===== src/rtl/dq_pkg.sv =====
// ----------------------------------------------------------------------------
// dq_pkg
// Shared types and defaults for the double-ended queue block: command and
// status codes, controller states and the controller/datapath interface.
// ----------------------------------------------------------------------------
package dq_pkg;

  localparam int CAPACITY  = 64;
  localparam int KEY_WIDTH = 32;

  typedef enum logic [1:0] {
    CMD_PUSH_FRONT = 2'd0,
    CMD_PUSH_BACK  = 2'd1,
    CMD_DUMP_FWD   = 2'd2,
    CMD_DUMP_REV   = 2'd3
  } command_t;

  typedef enum logic [1:0] {
    STS_PUSH_OK    = 2'd0,
    STS_PUSH_FULL  = 2'd1,
    STS_DUMP_ELEM  = 2'd2,
    STS_DUMP_EMPTY = 2'd3
  } status_t;

  typedef enum logic [1:0] {
    S_IDLE,
    S_EXEC,
    S_DUMP
  } state_t;

  typedef struct packed {
    logic latch;
    logic push;
    logic empty_result;
    logic walk_init;
    logic emit_elem;
  } dp_cmd_t;

  typedef struct packed {
    logic is_dump;
    logic empty;
    logic walk_last;
    logic out_free;
  } dp_stat_t;

endpackage


===== src/rtl/dq_datapath.sv =====
// ----------------------------------------------------------------------------
// dq_datapath
// Ring key store with front index and element count, dump walker with a
// registered read port, and the result output register.
// ----------------------------------------------------------------------------
module dq_datapath #(
  parameter int CAPACITY  = dq_pkg::CAPACITY,
  parameter int KEY_WIDTH = dq_pkg::KEY_WIDTH
) (
  input  logic                        clk,
  input  logic                        rst_n,
  input  logic [1:0]                  in_command,
  input  logic signed [KEY_WIDTH-1:0] in_key,
  input  logic                        out_ready,
  output logic                        out_valid,
  output logic [1:0]                  out_status,
  output logic signed [KEY_WIDTH-1:0] out_key_out,
  output logic                        out_last,
  input  dq_pkg::dp_cmd_t             cmd,
  output dq_pkg::dp_stat_t            stat
);

  localparam int IDX_W = (CAPACITY > 1) ? $clog2(CAPACITY) : 1;
  localparam int CNT_W = $clog2(CAPACITY + 1);
  localparam int SUM_W = IDX_W + 1;
  localparam logic [SUM_W-1:0] CAP_S    = SUM_W'(CAPACITY);
  localparam logic [CNT_W-1:0] CAP_C    = CNT_W'(CAPACITY);
  localparam logic [IDX_W-1:0] IDX_LAST = IDX_W'(CAPACITY - 1);

  function automatic logic [IDX_W-1:0] wrap(input logic [SUM_W-1:0] s);
    wrap = (s >= CAP_S) ? IDX_W'(s - CAP_S) : IDX_W'(s);
  endfunction

  function automatic logic [IDX_W-1:0] inc(input logic [IDX_W-1:0] p);
    inc = (p == IDX_LAST) ? '0 : p + 1'b1;
  endfunction

  function automatic logic [IDX_W-1:0] dec(input logic [IDX_W-1:0] p);
    dec = (p == '0) ? IDX_LAST : p - 1'b1;
  endfunction

  logic [KEY_WIDTH-1:0] mem [CAPACITY];

  dq_pkg::command_t     cmd_r;
  logic [KEY_WIDTH-1:0] key_r;
  logic [IDX_W-1:0]     front_r, front_nxt;
  logic [CNT_W-1:0]     count_r, count_nxt;
  logic [IDX_W-1:0]     rd_ptr_r, rd_ptr_nxt;
  logic [CNT_W-1:0]     remain_r, remain_nxt;
  logic [KEY_WIDTH-1:0] rd_data_r;
  logic                 out_valid_r, out_valid_nxt;
  dq_pkg::status_t      out_status_r, out_status_nxt;
  logic [KEY_WIDTH-1:0] out_key_r, out_key_nxt;
  logic                 out_last_r, out_last_nxt;

  logic                 wr_en, rd_en;
  logic [IDX_W-1:0]     wr_addr, rd_addr;
  logic [IDX_W-1:0]     back_pos, tail_pos;
  logic                 empty, full, fwd, walk_last, out_free;

  assign empty     = (count_r == '0);
  assign full      = (count_r == CAP_C);
  assign fwd       = (cmd_r == dq_pkg::CMD_DUMP_FWD);
  assign walk_last = (remain_r == CNT_W'(1));
  assign out_free  = !out_valid_r || out_ready;
  assign back_pos  = wrap(SUM_W'(front_r) + SUM_W'(count_r) - 1'b1);
  assign tail_pos  = wrap(SUM_W'(front_r) + SUM_W'(count_r));

  assign stat.is_dump   = (cmd_r == dq_pkg::CMD_DUMP_FWD) || (cmd_r == dq_pkg::CMD_DUMP_REV);
  assign stat.empty     = empty;
  assign stat.walk_last = walk_last;
  assign stat.out_free  = out_free;

  always_comb begin
    front_nxt      = front_r;
    count_nxt      = count_r;
    rd_ptr_nxt     = rd_ptr_r;
    remain_nxt     = remain_r;
    out_valid_nxt  = out_valid_r && !out_ready;
    out_status_nxt = out_status_r;
    out_key_nxt    = out_key_r;
    out_last_nxt   = out_last_r;
    wr_en          = 1'b0;
    wr_addr        = front_r;
    rd_en          = 1'b0;
    rd_addr        = rd_ptr_r;

    if (cmd.push) begin
      out_valid_nxt = 1'b1;
      out_key_nxt   = '0;
      out_last_nxt  = 1'b1;
      if (full) begin
        out_status_nxt = dq_pkg::STS_PUSH_FULL;
      end else begin
        out_status_nxt = dq_pkg::STS_PUSH_OK;
        wr_en          = 1'b1;
        count_nxt      = count_r + 1'b1;
        if (empty) begin
          wr_addr = front_r;
        end else if (cmd_r == dq_pkg::CMD_PUSH_FRONT) begin
          front_nxt = dec(front_r);
          wr_addr   = dec(front_r);
        end else begin
          wr_addr = tail_pos;
        end
      end
    end

    if (cmd.empty_result) begin
      out_valid_nxt  = 1'b1;
      out_status_nxt = dq_pkg::STS_DUMP_EMPTY;
      out_key_nxt    = '0;
      out_last_nxt   = 1'b1;
    end

    if (cmd.walk_init) begin
      rd_en      = 1'b1;
      rd_addr    = fwd ? front_r : back_pos;
      remain_nxt = count_r;
    end

    if (cmd.emit_elem) begin
      out_valid_nxt  = 1'b1;
      out_status_nxt = dq_pkg::STS_DUMP_ELEM;
      out_key_nxt    = rd_data_r;
      out_last_nxt   = walk_last;
      remain_nxt     = remain_r - 1'b1;
      if (!walk_last) begin
        rd_en   = 1'b1;
        rd_addr = fwd ? inc(rd_ptr_r) : dec(rd_ptr_r);
      end
    end

    if (rd_en) begin
      rd_ptr_nxt = rd_addr;
    end
  end

  always_ff @(posedge clk) begin
    if (wr_en) begin
      mem[wr_addr] <= key_r;
    end
    if (rd_en) begin
      rd_data_r <= mem[rd_addr];
    end
  end

  always_ff @(posedge clk) begin
    if (cmd.latch) begin
      cmd_r <= dq_pkg::command_t'(in_command);
      key_r <= in_key;
    end
    rd_ptr_r     <= rd_ptr_nxt;
    remain_r     <= remain_nxt;
    out_status_r <= out_status_nxt;
    out_key_r    <= out_key_nxt;
    out_last_r   <= out_last_nxt;
  end

  always_ff @(posedge clk) begin
    if (!rst_n) begin
      front_r     <= '0;
      count_r     <= '0;
      out_valid_r <= 1'b0;
    end else begin
      front_r     <= front_nxt;
      count_r     <= count_nxt;
      out_valid_r <= out_valid_nxt;
    end
  end

  assign out_valid   = out_valid_r;
  assign out_status  = out_status_r;
  assign out_key_out = out_key_r;
  assign out_last    = out_last_r;

`ifndef ASSERT_OFF
  a_count_bound: assert property (@(posedge clk) disable iff (!rst_n)
    count_r <= CAP_C)
    else $error("element count above capacity");

  a_push_grows: assert property (@(posedge clk) disable iff (!rst_n)
    (cmd.push && !full) |=> (count_r == $past(count_r) + 1'b1))
    else $error("accepted push did not grow the queue");

  a_walk_nonempty: assert property (@(posedge clk) disable iff (!rst_n)
    cmd.walk_init |-> !empty)
    else $error("dump walk started on empty queue");

  a_emit_remain: assert property (@(posedge clk) disable iff (!rst_n)
    cmd.emit_elem |-> (remain_r != '0))
    else $error("element emitted past end of walk");

  a_no_overrun: assert property (@(posedge clk) disable iff (!rst_n)
    (cmd.push || cmd.empty_result || cmd.emit_elem) |-> out_free)
    else $error("result loaded over a pending item");
`endif

endmodule


===== src/rtl/dq_ctrl.sv =====
// ----------------------------------------------------------------------------
// dq_ctrl
// Command sequencer: accept an item, execute a push or an empty dump, or
// step the dump walker one element per free output slot.
// ----------------------------------------------------------------------------
module dq_ctrl (
  input  logic             clk,
  input  logic             rst_n,
  input  logic             in_valid,
  output logic             in_ready,
  output dq_pkg::dp_cmd_t  cmd,
  input  dq_pkg::dp_stat_t stat
);

  dq_pkg::state_t state_r, state_nxt;

  always_ff @(posedge clk) begin
    if (!rst_n) begin
      state_r <= dq_pkg::S_IDLE;
    end else begin
      state_r <= state_nxt;
    end
  end

  always_comb begin
    state_nxt = state_r;
    cmd       = '0;
    in_ready  = 1'b0;
    unique case (state_r)
      dq_pkg::S_IDLE: begin
        in_ready  = 1'b1;
        cmd.latch = in_valid;
        if (in_valid) begin
          state_nxt = dq_pkg::S_EXEC;
        end
      end
      dq_pkg::S_EXEC: begin
        if (!stat.is_dump) begin
          if (stat.out_free) begin
            cmd.push  = 1'b1;
            state_nxt = dq_pkg::S_IDLE;
          end
        end else if (stat.empty) begin
          if (stat.out_free) begin
            cmd.empty_result = 1'b1;
            state_nxt        = dq_pkg::S_IDLE;
          end
        end else begin
          cmd.walk_init = 1'b1;
          state_nxt     = dq_pkg::S_DUMP;
        end
      end
      dq_pkg::S_DUMP: begin
        if (stat.out_free) begin
          cmd.emit_elem = 1'b1;
          if (stat.walk_last) begin
            state_nxt = dq_pkg::S_IDLE;
          end
        end
      end
      default: begin
        state_nxt = dq_pkg::S_IDLE;
      end
    endcase
  end

endmodule


===== src/rtl/deque_push_and_dump_top.sv =====
// ----------------------------------------------------------------------------
// deque_push_and_dump_top
// Double-ended queue of signed keys in a ring store of CAPACITY entries.
// ----------------------------------------------------------------------------
// Commands: push front, push back, dump front to back, dump back to front.
// A push is latched on acceptance, then executed with one store write unless
// the queue is full, loading its status item. A dump of n keys is latched,
// issues the first read, then yields one item per cycle from the store's
// single registered read port while the output is taken. An empty dump is
// latched, then loads its status item. A held output register stalls the
// sequencer; the next item is accepted as soon as the last result is loaded.
// ----------------------------------------------------------------------------
module deque_push_and_dump_top #(
  parameter int CAPACITY  = dq_pkg::CAPACITY,
  parameter int KEY_WIDTH = dq_pkg::KEY_WIDTH
) (
  input  logic                        clk,
  input  logic                        rst_n,
  input  logic                        in_valid,
  output logic                        in_ready,
  input  logic [1:0]                  in_command,
  input  logic signed [KEY_WIDTH-1:0] in_key,
  output logic                        out_valid,
  input  logic                        out_ready,
  output logic [1:0]                  out_status,
  output logic signed [KEY_WIDTH-1:0] out_key_out,
  output logic                        out_last
);

  dq_pkg::dp_cmd_t  cmd;
  dq_pkg::dp_stat_t stat;

  dq_ctrl u_ctrl (
    .clk      (clk),
    .rst_n    (rst_n),
    .in_valid (in_valid),
    .in_ready (in_ready),
    .cmd      (cmd),
    .stat     (stat)
  );

  dq_datapath #(
    .CAPACITY  (CAPACITY),
    .KEY_WIDTH (KEY_WIDTH)
  ) u_datapath (
    .clk         (clk),
    .rst_n       (rst_n),
    .in_command  (in_command),
    .in_key      (in_key),
    .out_ready   (out_ready),
    .out_valid   (out_valid),
    .out_status  (out_status),
    .out_key_out (out_key_out),
    .out_last    (out_last),
    .cmd         (cmd),
    .stat        (stat)
  );

endmodule

===== config.mk =====
export PLATFORM = sky130hd
export DESIGN_NAME = deque_push_and_dump_top
export DESIGN_NICKNAME = d
export VERILOG_FILES = /design/src/rtl/dq_pkg.sv /design/src/rtl/dq_datapath.sv /design/src/rtl/dq_ctrl.sv /design/src/rtl/deque_push_and_dump_top.sv
export SDC_FILE = /design/constraint.sdc
export NUM_CORES = 2
export LEC_CHECK = 0
export BUFFER_PORTS_ARGS = -buffer_cell sky130_fd_sc_hd__buf_2
export CAP_MARGIN = 20
export CORE_MARGIN = 5
export CORE_UTILIZATION = 45
export DETAILED_ROUTE_END_ITERATION = 7
export PLACE_DENSITY = 0.68
export SYNTH_ARGS = -nofsm -noshare
export SYNTH_HDL_FRONTEND = slang
export SYNTH_HIERARCHICAL = 1
export SYNTH_SLANG_ARGS = --single-unit

===== constraint.sdc =====
create_clock -name clk -period 4.1 [get_ports clk]
set_input_delay 0.82 -clock clk [delete_from_list [all_inputs] [get_ports clk]]
set_output_delay 0.82 -clock clk [all_outputs]
set_load 0.02 [all_outputs]

### Word-level counts from Yosys, hierarchy flattened

Memories as Yosys holds them, arrays and structs flattened. A register that Yosys moved wholly into a read port is not among the register bits.
Index checks and enable logic that the tools add are counted.

* flip-flop bits (word level): 98
* latch bits: 0
* RAM bits: 2048
* bits in read-only memories: 0
* input bits: 38
* output and inout port bits: 37
* word-level logic and storage cells: 104
* memories: 1

Memories
* u_datapath.mem: words 64, bits a word 32, read ports 1, clocked after Yosys merged registers in 1, wr ports 1, line dq_datapath.sv:42 `logic [KEY_WIDTH-1:0] mem [CAPACITY];`

* add/sub/neg operators: 9
* multiply operators: 0
* div/mod/pow operators: 0
* order comparisons: 2
* equal/unequal tests: 10
* shift-type cells: 0
* multiplexer cells: 51
* bitwise operators: 2
* reductions and logical operators: 17

Operator list (count)
* 32-bit 2-to-1 mux: 3
* 6-bit 2-to-1 mux: 14
* 6-bit by 1-bit subtractor with 6-bit output (second input constant): 4
* 1-bit 2-to-1 mux: 23
* 7-bit greater-or-equal comparator (second input constant): 2
* 2-bit 2-to-1 mux: 7
* 7-bit 2-to-1 mux: 2
* 7-bit by 1-bit subtractor with 7-bit output (second input constant): 2
* 6-bit logical NOT: 2
* 6-bit by 7-bit adder with 7-bit output: 1
* 7-bit by 1-bit adder with 7-bit output (second input constant): 1
* 7-bit by 1-bit == test with 1-bit output (second input constant): 1
* 7-bit == test (second input constant): 1
* 7-bit logical NOT: 1
* 6-bit by 1-bit adder with 6-bit output (second input constant): 1
* 2-bit == test (second input constant): 3
* 6-bit == test (second input constant): 1
* 2-bit one-hot mux with 3 select lines: 1
* 2-bit logical NOT: 2
* 2-bit by 1-bit != test with 1-bit output (second input constant): 2
* 4-bit AND reduction: 1
* 2-bit nonzero test: 2
* 3-bit 2-to-1 mux: 1
* 3-bit AND reduction: 1
* other kinds (9): 12

### Longest topological paths before layout

* depth after elaboration: 9
* depth in mapped cells: 20
* depth with buffers taken out: 15

### Modules after synthesis

The synthesis kept the hierarchy.

Modules (own cells, without submodules)
* dq_datapath: times used 1, cells each 5843, area each 87106.0 um^2, seq. area each 65182.5 um^2
* dq_ctrl: times used 1, cells each 17, area each 151.4 um^2, seq. area each 40.0 um^2

### Least setup slack after synthesis

OpenSTA, ideal clock, no wires.

* kind: reg2reg
* start point: reg u_datapath.count_r[1]
* end point: reg u_datapath.rd_data_r[11], read port of u_datapath.mem, data pin
* setup time: 264 ps
* arrival time: 4235 ps
* data required time: 3836 ps
* path slack: -399 ps
* stages on the path, launching flop included: 17
* path buffers: 3
* clock period less this slack: 4499 ps
* cell sequence: dfxtp_1 inv_1 ha_1 nand2_1 nor2_1 buf_4 nand2b_4 nor3b_4 clkbuf_1 nand2b_1 a21oi_2 or3b_4 nor4_4 nand2_2 buf_6 o211ai_2 nor4_1

RTL lines
* from (decl): line dq_datapath.sv:47 `logic [CNT_W-1:0] count_r, count_nxt;`
* from (signal assigned): line dq_datapath.sv:167 `count_r <= count_nxt;`
* to (decl): line dq_datapath.sv:50 `logic [KEY_WIDTH-1:0] rd_data_r;`

### Worst setup path in the final report

* start point: reg u_datapath.count_r[0]
* end point: reg u_datapath.rd_data_r[29], read port of u_datapath.mem, data pin

* word-level cells in the longest chain between the ends: 8
* elaborated cells between the ends (all ways): 16
* those cells by class: 3 x add/sub; 1 x order compare; 11 x mux; 1 x reduce/logical

RTL lines
* 6-bit by 7-bit adder with 7-bit output: line dq_datapath.sv:66 `assign back_pos = wrap(SUM_W'(front_r) + SUM_W'(count_r) - 1'b1);`
* 7-bit by 1-bit subtractor with 7-bit output: line dq_datapath.sv:66
* 6-bit by 1-bit subtractor with 6-bit output or 7-bit greater-or-equal comparator (tied branches): line dq_datapath.sv:31 `wrap = (s >= CAP_S) ? IDX_W'(s - CAP_S) : IDX_W'(s);`
* 6-bit 2-to-1 mux: line dq_datapath.sv:31
* 6-bit 2-to-1 mux: line dq_datapath.sv:118 `rd_addr = fwd ? front_r : back_pos;`
* 6-bit 2-to-1 mux: line dq_datapath.sv:116 `if (cmd.walk_init) begin`
* 6-bit 2-to-1 mux: line dq_datapath.sv:128 `if (!walk_last) begin`
* 6-bit 2-to-1 mux: line dq_datapath.sv:122 `if (cmd.emit_elem) begin`

Several ways; a longest one is shown, not always the timed one.
A chain may end at the register's enable or synchronous reset.

==> metrics.txt <==
status complete, but fails checks; failing checks negative setup slack; final core area utilization 0.544; Critical Path Start Type register; synth top area cells edfxtp_1, nand2_1, mux2i_1; first-pass GRT wire length 359000 microns; Mean Syn Cell Area 14.9 sq um; clk slew on worst S/H paths 0.06 ns; Final HPWL DP 154000 microns; Worst Path Required 4.68 ns; setup slack after placement -0.474 ns; wire per inst 27.3 microns; Reg2Reg Setup Slack -0.02 ns; post-synth cell types 79; share of cells above drive strength 1 0.201; storage element area 65200 sq um; r2r worst-path depth 17; Final nets 6490; largest net degree at the start of global routing 78; relative slew slack 0.406; footprint of the multi-input gates 21100 sq um; Seq cells post-synth 2178; setup TNS -0.0330 ns; IO Count 75; met2 Use GR 0.363; overall power 44.9 mW; Final period util 1.01; yosys warns 6; Residual DRC 0; Worst-Skew Late Latency 0.84 ns; Fillers 14800; GR Util met1 0.335; Cell Pwr Density 428 nW/um^2; r2r startpoint u_datapath/count_r[0]; Static Leak 36.0 nW; global route overflow 0; Final Wtd Congestion 0.883; CTS buffer count 206; Fmax 0.243 GHz; floorplan row count 161; vias in the first global route 53200; H-tree depth 4; max-cap viol count 0; Post-synth top flop edfxtp_1; final number of max-transition violations 0; sequential-to-total area share from yosys stat 0.747; met3 usage 0.0614; clock buffer depth 3; Post-synth EDFFs 2160; Detail Route Antenna Nets 0; Sink Count 2178; Synthesized Nets 5913; die area 203000 sq um; worst setup path endpoint u_datapath/rd_data_r[29]; Chip Width 450 microns; synthesized area 87300 sq um; RSZ-0062 raised after global routing true; R2R Path End u_datapath/rd_data_r[29]; clk root buf clkbuf_16; vias per cell 6.03; Setup crit start u_datapath/count_r[0]; Tightest Pin Transition 0.891 ns; Worst EP arrival 4.70 ns; final setup margin -0.0207 ns; Hold Crit Class in2reg; Setup crit end kind register; drt pass-1 iters 6; worst-path maximum fanout 21; CORE AREA 193000 sq um; Vert. Die Dim 450 microns; vias after detailed routing 55100; CTS tree yes; IO buf count 74; worst vdd ir 0.000323 V; Routed WL 250000 microns; critical path class reg2reg; antenna violations before repair 10; initial core utilization 0.453; area leader, netlist edfxtp_1; busiest layer in global routing met2; min cycle time layout 4.12 ns; clk_skew 0.0326 ns; Post-Synthesis Cells 5860; fraction of registers with async set/reset 0; Area Growth Syn to Fin 20.2%; Fin. Hold Viols 0; drt first-iter violations 7640; post-synth top area share 0.743; Hold WS 0.163 ns; Finish-stage setup viols 3; GR Util All Layers 0.237
## cell type report
| type | instances | share of cell area |
|---|---|---|
| antenna | 8 | 0.000191 |
| inverter | 68 | 0.00335 |
| multi-input combinational | 3216 | 0.201 |
| timing repair buffer | 766 | 0.0815 |
| timing repair inverter | 1 | 0.0000835 |
| sequential | 2178 | 0.622 |
| tap | 2526 | 0.0301 |
| clock inverter | 125 | 0.00959 |
| clock buffer | 250 | 0.0520 |
## flip-flops by register name, indices dropped and copies added (netlist names), 2 cells and up
register	count
u_datapath/mem	2048
u_datapath/cmd_r	2
u_datapath/key_r	32
u_datapath/count_r	7
u_datapath/remain_r	7
u_datapath/rd_ptr_r	6
u_datapath/out_key_out	32
u_datapath/out_status	2
u_ctrl/state_r	2
u_datapath/rd_data_r	32
u_datapath/front_r	6
## cell families after synthesis
kind of cell               synth area share
buffers and inverters                0.0242
AOI/OAI and AO/OA                    0.0700
adders and majority gates           0.00224
muxes                                0.0509
and+or+nand+nor                       0.103
xor gates and xnor gates            0.00224
DFF                                   0.747
## per-layer routing
layer  vias to the layer above  wire, microns
met2                      3243         114000
li1                      23700              -
met4                         4           7510
met3                       453          31200
met5                         -             56
met1                     27700          96900
## stage by stage
stage                     instances  area (sq um)
after global placement         8696         96700
after detailed placement       8696         96700
after CTS                      9083        104000
after global routing           9130        105000
final                          9138        105000
after floorplan                5860         87300
## cells in the final DEF, fill, tap and decap left out, types with 15 or more instances in the layout
cell	count
a21oi_1	72
nor2_1	45
nand4_1	26
clkinv_2	47
clkbuf_16	223
a211oi_1	189
buf_12	188
dfxtp_1	16
a31oi_1	35
o21ai_0	61
mux4_2	38
buf_16	15
o22ai_1	16
nor2b_1	25
clkbuf_1	36
a311oi_2	20
a211o_1	19
mux2_2	41
edfxtp_1	2160
or3_1	29
a311oi_1	171
buf_2	74
mux2i_1	307
and2_1	127
clkinv_1	49
buf_6	15
o211ai_1	33
nand2_1	1119
inv_1	61
a311o_1	18
nand3_1	367
and3_1	96
a32oi_1	37
buf_4	458
nor2_4	65
nor3_1	26
## repair_timing
item	in CTS	in global routing
gates cloned	3	13
pin swaps	12	36
buffers inserted	9	39
resized for setup	64	100
hold buffers	0	0
endpoints found under the setup margin	31	593
## worst min-delay path by stage
stage | startpoint | end | depth (start not counted)
after floorplan | u_datapath/count_r[6] | u_datapath/count_r[6] | 2
after global placement | u_datapath/out_status[1] | u_datapath/out_status[1] | 2
after global routing | in_key[18] | u_datapath/key_r[18] | 1
after detailed placement | u_datapath/count_r[6] | u_datapath/count_r[6] | 2
after CTS | in_key[18] | u_datapath/key_r[18] | 1
final | in_key[18] | u_datapath/key_r[18] | 1
## Yosys cell counts (all sizes together), types with 18 or more instances
| master | n |
|---|---|
| and3 | 96 |
| o21ai | 73 |
| nand2 | 1125 |
| mux2 | 41 |
| nor2 | 112 |
| and2 | 129 |
| a311oi | 193 |
| a31oi | 37 |
| nor4 | 27 |
| nand3 | 369 |
| a21oi | 81 |
| a211o | 19 |
| mux4 | 38 |
| a211oi | 195 |
| a311o | 18 |
| mux2i | 311 |
| inv | 67 |
| o211ai | 44 |
| clkbuf | 169 |
| a32oi | 41 |
| edfxtp | 2160 |
| nor3 | 29 |
| nor2b | 25 |
| dfxtp | 18 |
| nand4 | 26 |
| buf | 229 |
| or3 | 30 |
## power by group
group | internal [mW] | leakage, nW | switching (mW)
Clock | 10.2 | 3.18 | 8.22
Combinational | 0.557 | 13.2 | 1.25
Sequential | 24.6 | 19.6 | 0.0327
## critical path, cell delays in order (launching register included)
cell and delay (ns):
dfxtp_2 0.34, ha_4 0.16, fa_1 0.57, inv_2 0.07, ha_4 0.25, nand2b_4 0.11
o221ai_4 0.10, mux2i_4 0.25, buf_12 0.16, clkbuf_16 0.18, buf_4 0.36, mux2i_1 0.27
nand2_1 0.07, a32o_1 0.27, nor4_1 0.22, buf_4 0.18, a31oi_1 0.09, o211a_1 0.20
Power figures use the tool's default switching activity.
